[src/assert_macros.svh]
// ---------------------------------------------------------------------------
// Assertion macros
// Shared concurrent assertion forms with a clock and an active-low reset.
// ---------------------------------------------------------------------------
`ifndef ASSERT_MACROS_SVH
`define ASSERT_MACROS_SVH

// Same-cycle implication, disabled while reset is asserted.
`define ASSERT_SAME(label, clk, rst_n, ante, cons) \
  label: assert property (@(posedge clk) disable iff (!(rst_n)) (ante) |-> (cons)) \
    else $error("assertion failed");

// Next-cycle implication, disabled while reset is asserted.
`define ASSERT_NEXT(label, clk, rst_n, ante, cons) \
  label: assert property (@(posedge clk) disable iff (!(rst_n)) (ante) |=> (cons)) \
    else $error("assertion failed");

`endif

[src/acbt_pkg.sv]
// ---------------------------------------------------------------------------
// Alarm chime buzzer timer package
// Item types, register codes and timing constants of the block.
// ---------------------------------------------------------------------------
`default_nettype none

package acbt_pkg;

  localparam int unsigned ALARMS_DEFAULT = 2;
  localparam int unsigned ALARMS_MAX     = 2;

  localparam logic [10:0] CHIME_TICKS = 11'd500;
  localparam logic [10:0] ALARM_TICKS = 11'd2000;
  localparam logic [3:0]  TONE_DIVIDE = 4'd10;
  localparam logic [15:0] NO_STAMP    = 16'hFFFF;
  localparam logic [15:0] MIN_PER_DAY  = 16'd1440;
  localparam logic [15:0] MIN_PER_HOUR = 16'd60;

  localparam int unsigned CFG_ADDR_W = 5;

  localparam logic       RST_CHIME_ON   = 1'b1;
  localparam logic       RST_MASTER_ON  = 1'b1;
  localparam logic [4:0] RST_A0_HOUR    = 5'd7;
  localparam logic [5:0] RST_A0_MINUTE  = 6'd0;
  localparam logic       RST_A0_ON      = 1'b1;
  localparam logic [4:0] RST_A1_HOUR    = 5'd12;
  localparam logic [5:0] RST_A1_MINUTE  = 6'd0;
  localparam logic       RST_A1_ON      = 1'b0;

  typedef enum logic {
    OP_TICK = 1'b0,
    OP_TIME = 1'b1
  } opcode_t;

  typedef enum logic [2:0] {
    REG_CHIME_ON      = 3'd0,
    REG_MASTER_ON     = 3'd1,
    REG_A0_HOUR       = 3'd2,
    REG_A0_MINUTE     = 3'd3,
    REG_A0_ON         = 3'd4,
    REG_A1_HOUR       = 3'd5,
    REG_A1_MINUTE     = 3'd6,
    REG_A1_ON         = 3'd7
  } cfg_reg_t;

  typedef struct packed {
    logic       opcode;
    logic [5:0] now_second;
    logic [5:0] now_minute;
    logic [4:0] now_hour;
    logic [4:0] now_day;
  } in_item_t;

  typedef struct packed {
    logic        buzzer_level;
    logic        beeping;
    logic [10:0] ticks_left;
    logic        chime_started;
    logic [1:0]  alarms_fired;
  } out_item_t;

endpackage

`default_nettype wire

[src/acbt_in_if.sv]
// ---------------------------------------------------------------------------
// Input channel interface
// Valid/ready channel carrying one tick or time update item.
// ---------------------------------------------------------------------------
`default_nettype none

interface acbt_in_if;
  import acbt_pkg::*;

  logic     valid;
  logic     ready;
  in_item_t item;

  modport source (output valid, output item, input ready);
  modport sink   (input valid, input item, output ready);
endinterface

`default_nettype wire

[src/acbt_out_if.sv]
// ---------------------------------------------------------------------------
// Result channel interface
// Valid/ready channel carrying one buzzer and alarm status item.
// ---------------------------------------------------------------------------
`default_nettype none

interface acbt_out_if;
  import acbt_pkg::*;

  logic      valid;
  logic      ready;
  out_item_t item;

  modport source (output valid, output item, input ready);
  modport sink   (input valid, input item, output ready);
endinterface

`default_nettype wire

[src/alarm_chime_buzzer_timer.sv]
// ---------------------------------------------------------------------------
// Alarm chime buzzer timer
// Beep countdown with tone divider, hourly chime and two minute alarms.
// ---------------------------------------------------------------------------
// Items arrive on in_chan: a 2 ms tick or a time update. Each item gives
// exactly one result on out_chan with the buzzer level, the remaining beep
// ticks and the chime and alarm flags of that item.
// An accepted item is held in an input register; the next-state logic runs
// when it moves into the result register, which then offers the result. One
// item is accepted per cycle while results are taken, and the block updates
// its state once per item in order.
// When the receiver stalls, the result register holds its item and the input
// register fills; ready then drops until the result is taken.
// Registers are written over the APB port at byte address 4*index; pready is
// always high and reads return the stored value.
// Synchronous reset clears the beep, tone and buzzer state, marks both alarms
// as never fired and loads the register reset values.
// ---------------------------------------------------------------------------
`default_nettype none
`include "assert_macros.svh"

module alarm_chime_buzzer_timer #(
  parameter int unsigned ALARMS = acbt_pkg::ALARMS_DEFAULT
) (
  input  wire logic                            clk,
  input  wire logic                            rst_n,
  acbt_in_if.sink                              in_chan,
  acbt_out_if.source                           out_chan,
  input  wire logic                            psel,
  input  wire logic                            penable,
  input  wire logic                            pwrite,
  input  wire logic [acbt_pkg::CFG_ADDR_W-1:0] paddr,
  input  wire logic [31:0]                     pwdata,
  output logic      [31:0]                     prdata,
  output logic                                 pready
);
  import acbt_pkg::*;

  logic       chime_on_r;
  logic       master_on_r;
  logic [4:0] alarm_hour_r   [ALARMS_MAX];
  logic [5:0] alarm_minute_r [ALARMS_MAX];
  logic       alarm_on_r     [ALARMS_MAX];

  logic        s1_valid_r;
  in_item_t    s1_item_r;
  logic        out_valid_r;
  out_item_t   out_item_r;

  logic [10:0] beep_left_r, beep_left_nxt;
  logic [3:0]  tone_div_r, tone_div_nxt;
  logic        buzzer_r, buzzer_nxt;
  logic [15:0] stamp_r   [ALARMS];
  logic [15:0] stamp_nxt [ALARMS];

  logic        chimed;
  logic [1:0]  fired;
  logic [3:0]  tone_inc;
  logic [15:0] stamp;
  logic        s1_adv;
  logic        cfg_wr;
  cfg_reg_t    cfg_sel;

  assign pready  = 1'b1;
  assign cfg_wr  = psel && penable && pwrite && pready;
  assign cfg_sel = cfg_reg_t'(paddr[CFG_ADDR_W-1:2]);

  assign s1_adv        = s1_valid_r && (!out_valid_r || out_chan.ready);
  assign in_chan.ready = !s1_valid_r || s1_adv;
  assign out_chan.valid = out_valid_r;
  assign out_chan.item  = out_item_r;

  always_comb begin
    unique case (cfg_sel)
      REG_CHIME_ON:  prdata = 32'(chime_on_r);
      REG_MASTER_ON: prdata = 32'(master_on_r);
      REG_A0_HOUR:   prdata = 32'(alarm_hour_r[0]);
      REG_A0_MINUTE: prdata = 32'(alarm_minute_r[0]);
      REG_A0_ON:     prdata = 32'(alarm_on_r[0]);
      REG_A1_HOUR:   prdata = 32'(alarm_hour_r[1]);
      REG_A1_MINUTE: prdata = 32'(alarm_minute_r[1]);
      REG_A1_ON:     prdata = 32'(alarm_on_r[1]);
    endcase
  end

  always_ff @(posedge clk) begin
    if (!rst_n) begin
      chime_on_r        <= RST_CHIME_ON;
      master_on_r       <= RST_MASTER_ON;
      alarm_hour_r[0]   <= RST_A0_HOUR;
      alarm_minute_r[0] <= RST_A0_MINUTE;
      alarm_on_r[0]     <= RST_A0_ON;
      alarm_hour_r[1]   <= RST_A1_HOUR;
      alarm_minute_r[1] <= RST_A1_MINUTE;
      alarm_on_r[1]     <= RST_A1_ON;
    end else if (cfg_wr) begin
      unique case (cfg_sel)
        REG_CHIME_ON:  chime_on_r        <= pwdata[0];
        REG_MASTER_ON: master_on_r       <= pwdata[0];
        REG_A0_HOUR:   alarm_hour_r[0]   <= pwdata[4:0];
        REG_A0_MINUTE: alarm_minute_r[0] <= pwdata[5:0];
        REG_A0_ON:     alarm_on_r[0]     <= pwdata[0];
        REG_A1_HOUR:   alarm_hour_r[1]   <= pwdata[4:0];
        REG_A1_MINUTE: alarm_minute_r[1] <= pwdata[5:0];
        REG_A1_ON:     alarm_on_r[1]     <= pwdata[0];
      endcase
    end
  end

  assign tone_inc = tone_div_r + 4'd1;
  assign stamp    = 16'(s1_item_r.now_day) * MIN_PER_DAY
                  + 16'(s1_item_r.now_hour) * MIN_PER_HOUR
                  + 16'(s1_item_r.now_minute);

  always_comb begin
    beep_left_nxt = beep_left_r;
    tone_div_nxt  = tone_div_r;
    buzzer_nxt    = buzzer_r;
    stamp_nxt     = stamp_r;
    chimed        = 1'b0;
    fired         = 2'b00;
    if (opcode_t'(s1_item_r.opcode) == OP_TICK) begin
      if (beep_left_r != 11'd0) begin
        beep_left_nxt = beep_left_r - 11'd1;
        if (tone_inc >= TONE_DIVIDE) begin
          tone_div_nxt = 4'd0;
          buzzer_nxt   = !buzzer_r;
        end else begin
          tone_div_nxt = tone_inc;
        end
      end else begin
        tone_div_nxt = 4'd0;
        buzzer_nxt   = 1'b0;
      end
    end else if (s1_item_r.now_second == 6'd0) begin
      if (chime_on_r && s1_item_r.now_minute == 6'd0) begin
        chimed = 1'b1;
        if (CHIME_TICKS > beep_left_nxt) begin
          beep_left_nxt = CHIME_TICKS;
        end
      end
      if (master_on_r) begin
        for (int i = 0; i < ALARMS; i++) begin
          if (alarm_on_r[i] && s1_item_r.now_hour == alarm_hour_r[i] &&
              s1_item_r.now_minute == alarm_minute_r[i] && stamp_r[i] != stamp) begin
            stamp_nxt[i] = stamp;
            fired[i]     = 1'b1;
            if (ALARM_TICKS > beep_left_nxt) begin
              beep_left_nxt = ALARM_TICKS;
            end
          end
        end
      end
    end
  end

  always_ff @(posedge clk) begin
    if (!rst_n) begin
      s1_valid_r  <= 1'b0;
      out_valid_r <= 1'b0;
      beep_left_r <= 11'd0;
      tone_div_r  <= 4'd0;
      buzzer_r    <= 1'b0;
      for (int i = 0; i < ALARMS; i++) begin
        stamp_r[i] <= NO_STAMP;
      end
    end else begin
      if (in_chan.ready) begin
        s1_valid_r <= in_chan.valid;
      end
      if (s1_adv) begin
        out_valid_r <= 1'b1;
        beep_left_r <= beep_left_nxt;
        tone_div_r  <= tone_div_nxt;
        buzzer_r    <= buzzer_nxt;
        stamp_r     <= stamp_nxt;
      end else if (out_chan.ready) begin
        out_valid_r <= 1'b0;
      end
    end
  end

  always_ff @(posedge clk) begin
    if (in_chan.ready && in_chan.valid) begin
      s1_item_r <= in_chan.item;
    end
    if (s1_adv) begin
      out_item_r.buzzer_level  <= buzzer_nxt;
      out_item_r.beeping       <= beep_left_nxt != 11'd0;
      out_item_r.ticks_left    <= beep_left_nxt;
      out_item_r.chime_started <= chimed;
      out_item_r.alarms_fired  <= fired;
    end
  end

  `ASSERT_SAME(a_tone_range, clk, rst_n, 1'b1, tone_div_r < TONE_DIVIDE)
  `ASSERT_NEXT(a_idle_tick_quiet, clk, rst_n,
               s1_adv && s1_item_r.opcode == OP_TICK && beep_left_r == 11'd0,
               !buzzer_r && tone_div_r == 4'd0)
  `ASSERT_NEXT(a_fire_extends, clk, rst_n, s1_adv && fired != 2'b00,
               beep_left_r == ALARM_TICKS && out_item_r.ticks_left == ALARM_TICKS)
  `ASSERT_SAME(a_no_overrun, clk, rst_n, s1_valid_r && !s1_adv, !in_chan.ready)
  `ASSERT_NEXT(a_stamp_kept, clk, rst_n, s1_adv && fired[0], stamp_r[0] == $past(stamp))

endmodule

`default_nettype wire

[src/flat_wrapper.sv]
// flat-port wrapper written by rule: the top's interface ports become plain ports
module alarm_chime_buzzer_timer_flat import acbt_pkg::*;
#(
  parameter int unsigned ALARMS = acbt_pkg::ALARMS_DEFAULT
)
  (clk, rst_n, psel, penable, pwrite, paddr, pwdata, prdata, pready, in_chan_valid, in_chan_item, in_chan_ready, out_chan_valid, out_chan_item, out_chan_ready);
  acbt_in_if in_chan_i ();
  acbt_out_if out_chan_i ();
  input  wire logic clk;
  input  wire logic rst_n;
  input  wire logic psel;
  input  wire logic penable;
  input  wire logic pwrite;
  input  wire logic [acbt_pkg::CFG_ADDR_W-1:0] paddr;
  input  wire logic [31:0] pwdata;
  output logic      [31:0] prdata;
  output logic pready;
  input wire logic [$bits(in_chan_i.valid)-1:0] in_chan_valid;
  input wire logic [$bits(in_chan_i.item)-1:0] in_chan_item;
  output wire logic [$bits(in_chan_i.ready)-1:0] in_chan_ready;
  output wire logic [$bits(out_chan_i.valid)-1:0] out_chan_valid;
  output wire logic [$bits(out_chan_i.item)-1:0] out_chan_item;
  input wire logic [$bits(out_chan_i.ready)-1:0] out_chan_ready;
  assign in_chan_i.valid = in_chan_valid;
  assign in_chan_i.item = in_chan_item;
  assign in_chan_ready = in_chan_i.ready;
  assign out_chan_valid = out_chan_i.valid;
  assign out_chan_item = out_chan_i.item;
  assign out_chan_i.ready = out_chan_ready;
  alarm_chime_buzzer_timer #(.ALARMS(ALARMS)) u_core (.clk(clk), .rst_n(rst_n), .in_chan(in_chan_i), .out_chan(out_chan_i), .psel(psel), .penable(penable), .pwrite(pwrite), .paddr(paddr), .pwdata(pwdata), .prdata(prdata), .pready(pready));
endmodule
[config.mk]
export PLATFORM = sky130hd
export DESIGN_NAME = alarm_chime_buzzer_timer_flat
export DESIGN_NICKNAME = d
export VERILOG_FILES = /design/src/acbt_pkg.sv /design/src/acbt_in_if.sv /design/src/acbt_out_if.sv /design/src/alarm_chime_buzzer_timer.sv /design/src/flat_wrapper.sv
export VERILOG_INCLUDE_DIRS = /design/src /design/src/src
export SDC_FILE = /design/constraint.sdc
export NUM_CORES = 1
export LEC_CHECK = 0
export BUFFER_PORTS_ARGS = -buffer_cell sky130_fd_sc_hd__buf_4
export CORE_UTILIZATION = 45
export CTS_CLUSTER_SIZE = 10
export DETAILED_ROUTE_END_ITERATION = 6
export GPL_ROUTABILITY_DRIVEN = 0
export PLACE_DENSITY = 0.65
export SLEW_MARGIN = 20
export SYNTH_ARGS = -nofsm -noshare
export SYNTH_HDL_FRONTEND = slang
export SYNTH_SLANG_ARGS = --single-unit
[constraint.sdc]
create_clock -name clk -period 8.5 [get_ports clk]
set_input_delay 0.85 -clock clk [delete_from_list [all_inputs] [get_ports clk]]
set_output_delay 0.85 -clock clk [all_outputs]
set_load 0.02 [all_outputs]
==> summary.txt <==
Layout
  – Fraction of layout cells with a size suffix above 1: 14.48%
  – Fill cells: 1587
  – Inserted Diodes: 0
  – Synth-to-Final Area Change: 13.39%
  – Final net count: between 900 and 1000

STA
  – Highest clock rate: between 0.1 and 0.15 GHz
  – Period Utilization, post-route: about four fifths
  – Slew HR: 29.13%
  – RSZ-0062 raised after global routing: no
  – Finish-stage setup viols: 0
  – Worst slew pin tran: ~1.1 ns
  – Hold Vio Cnt, Final: 0
  – Setup_tns: 0 ns
  – Final min period: 6.945 ns
  – Clk_skew: 0.006880 ns
  – Hold Slack: around 0.48 ns
  – Final Max Tran Viols: 0

Floorplan
  – Die Height: 135.9 µm
  – # rows: 48
  – Die area: 18480 µm²
  – Initial Utilization: 46.34%
  – IO Count: 118
  – Core area: around 17000 µm²
  – Die Width: 135.9 µm

Clock tree
  – Post-CTS setup buffer count: 0
  – CTS Root Cell: clkbuf_16
  – CTS tree: yes
  – Clk_lat worst skew: around 0.41 ns
  – CTS Hold Buffers Added: 0
  – Total CTS buffers: 17
  – Post-cts resize count: 0
  – Clock sink total: 115
  – Htree depth: 4
  – CTS clk-pin slew, worst paths: 0.06 ns
  – Clock Path Buffers: 2

Logic synthesis
  – Synth Register Bits: 115
  – Asr flop ratio synth: 0%
  – Area of the mapped netlist: 8071 µm²
  – Most common library cells after synthesis: nand2_1, edfxtp_1, inv_1
  – Syn Inst Count: about 800
  – Largest cells by area after synthesis: edfxtp_1, dfxtp_1, ha_1, xnor2_1, mux2i_1
  – Ys Warns: 0
  – Post-synth top flop: edfxtp_1
  – Post-synth top area share: 23.44%
  – Post-synthesis sequential area ratio: 36.34%
  – Synth area leader: edfxtp_1
  – EDFF count, synth: 63
  – Synth cell types: 85
  – Top-count cell post-synth: nand2_1
  – Syn_area_per_cell: 10.10 µm²

Worst setup path
  – Critical Path Fanout Max: 7
  – CP Launch Type: flip-flop
  – Worst R2R Setup Slack: approximately 1.6 ns
  – Max stage delay cell, worst path: a221oi_1
  – Crit end category: flip-flop
  – CP cell instances: inv_1 > fa_1 > fa_1 > inv_1 > ha_1 > a21oi_1 > o21bai_1 > a21o_1 > a21oi_1 > xnor2_1 > ha_1 > ha_1 > nand3_1 > o221ai_1 > a32oi_2 > a221oi_1 > xor3_1 > o41ai_1 > o2111ai_1 > o211ai_2 > a21oi_1 > a2111oi_4 > nand4bb_1
  – CP arrival: about 7.1 ns
  – WS Path Type: flip-flop to flip-flop
  – Buf/Inv on CP: 2
  – Max stage delay on crit path: 0.58 ns
  – CP delay by family, top: compound AO/OA/AOI/OAI gates
  – Critical Path RT: 8.65 ns

GRT
  – Met1 Use GR: 25.82%
  – GR peak layer: met2
  – M3 GR Usage: 4.213%
  – Met2 global-route usage: 29.08%
  – Vias in the first global route: 5393
  – Largest net degree at the start of global routing: 60
  – Initial antenna violation count: 0
  – Total GRT Usage: 18.75%
  – Gr ovfl total: 0
  – First-pass GRT wire length: 26.99 mm

Routing
  – Detailed-route wire length per cell: 15.27 µm
  – Post-route ant nets: 0
  – Routed Wire Length: 16.62 mm
  – Via density per instance: 5.372
  – 1st-iter DRT viols: 299
  – Detailed-route via count: 5845
  – # DRC: 0
  – Pre-antenna DRT Iters: 4

Placement
  – Post-DP HPWL: 12.45 mm
  – # port buffers: 62

Flow run
  – Max cap viols: 0

Power
  – Logic pwr share: between 40 and 50%
  – LEAKAGE: 3.797 nW
  – Tot Pwr: 2.386 mW
  – Clock Power Share: 28.7%
  – Maximum VDD drop: 154.6 µV
  – Sequential Power Share: 26.6%
  – Switching share of power: 36.44%
  – PD cells: approximately 260 nW/µm²
  – NetSw: 869.4 µW
  – Internal power: 1.517 mW

Run status
  – Run status: finished, final reports clean

Hold path
  – Hold Path Class: flip-flop to flip-flop
[worst min-delay path: cells and delay by family, from the launching register on]
kind,cells,cell delay [ns]
flops,1,0.33
mux,1,0.07
simple gates,1,0.06
[kinds of logic after synthesis]
group	share of synthesized area, %
AOI/OAI and AO/OA	13.90
xor gates and xnor gates	10.85
adders and majority gates	11.35
buffers and inverters	6.836
DFF	36.34
muxes	5.534
other	0.09304
and+or+nand+nor	15.10
[per-stage QoR]
stage / area, µm² / util, % / setup WS, ns / cells
3_3_place_gp: 8583 / 49.28 / 1.561 / 1056
5_1_grt: 9153 / 52.55 / 1.100 / 1088
2_1_floorplan: 8165 / - / 2.398 / 824
3_5_place_dp: 8583 / 49.28 / 1.485 / 1056
6_report: 9153 / 52.55 / 1.555 / 1088
4_1_cts: 9151 / 52.54 / 1.446 / 1088
[final cells by class]
class / instances / area [µm²] / share of cell area (%)
Tap cell: 225 / 281.5 / 3.076
Sequential cell: 115 / 2933 / 32.04
Clock inverter: 14 / 138.9 / 1.517
Inverter: 56 / 210.2 / 2.297
Timing Repair Buffer: 63 / 473.0 / 5.167
Clock buffer: 18 / 429.2 / 4.689
Multi-Input combinational cell: 597 / 4687 / 51.21
[cell usage in the layout (no fill, tap or decap), types with 27 or more instances in the layout]
cell / instances
nor2_1: 33
ha_1: 54
dfxtp_1: 52
a21oi_1: 28
o21ai_0: 34
xnor2_1: 46
mux2i_1: 39
buf_4: 63
conb_1: 27
edfxtp_1: 63
nand2_1: 75
inv_1: 55
[final timing paths]
kind	from	endpoint	cells after the start
setup / recovery	u_core.s1_item_r[8]$_DFFE_PP_	u_core.out_chan.item[14]$_DFFE_PP_	23
hold / removal	u_core.stamp_r[30]$_SDFFE_PN1P_	u_core.stamp_r[30]$_SDFFE_PN1P_	2
setup reg to reg	u_core.s1_item_r[8]$_DFFE_PP_	u_core.out_chan.item[14]$_DFFE_PP_	23
hold reg to reg	u_core.stamp_r[30]$_SDFFE_PN1P_	u_core.stamp_r[30]$_SDFFE_PN1P_	2
[flip-flops by register name, summed over array words and instances (netlist names), 2 cells and up]
register               count
u_core.alarm_hour_r       10
u_core.alarm_minute_r     12
u_core.alarm_on_r          2
u_core.beep_left_r        11
u_core.out_chan.item      16
u_core.s1_item_r          23
u_core.stamp_r            32
u_core.tone_div_r          4
[power by group through the flow]
| stage | combinational, mW | sequential [mW] | clock, mW |
|---|---|---|---|
| 5_1_grt | 1.19 | 0.638 | 0.723 |
| 4_1_cts | 1.07 | 0.635 | 0.696 |
| 6_report | 1.07 | 0.635 | 0.685 |
| 3_5_place_dp | 1.06 | 0.646 | 0 |
| 3_3_place_gp | 1.05 | 0.646 | 0 |
| 2_1_floorplan | 0.873 | 0.643 | 0 |
[layer usage]
metal / wire [µm] / share of wire (%)
met1: 8081 / 49
met2: 7606 / 46
met3: 696 / 4.2
met4: 231 / 1.4
met5: 0 / 0
Note: power is estimated with default switching activity, not from simulation.
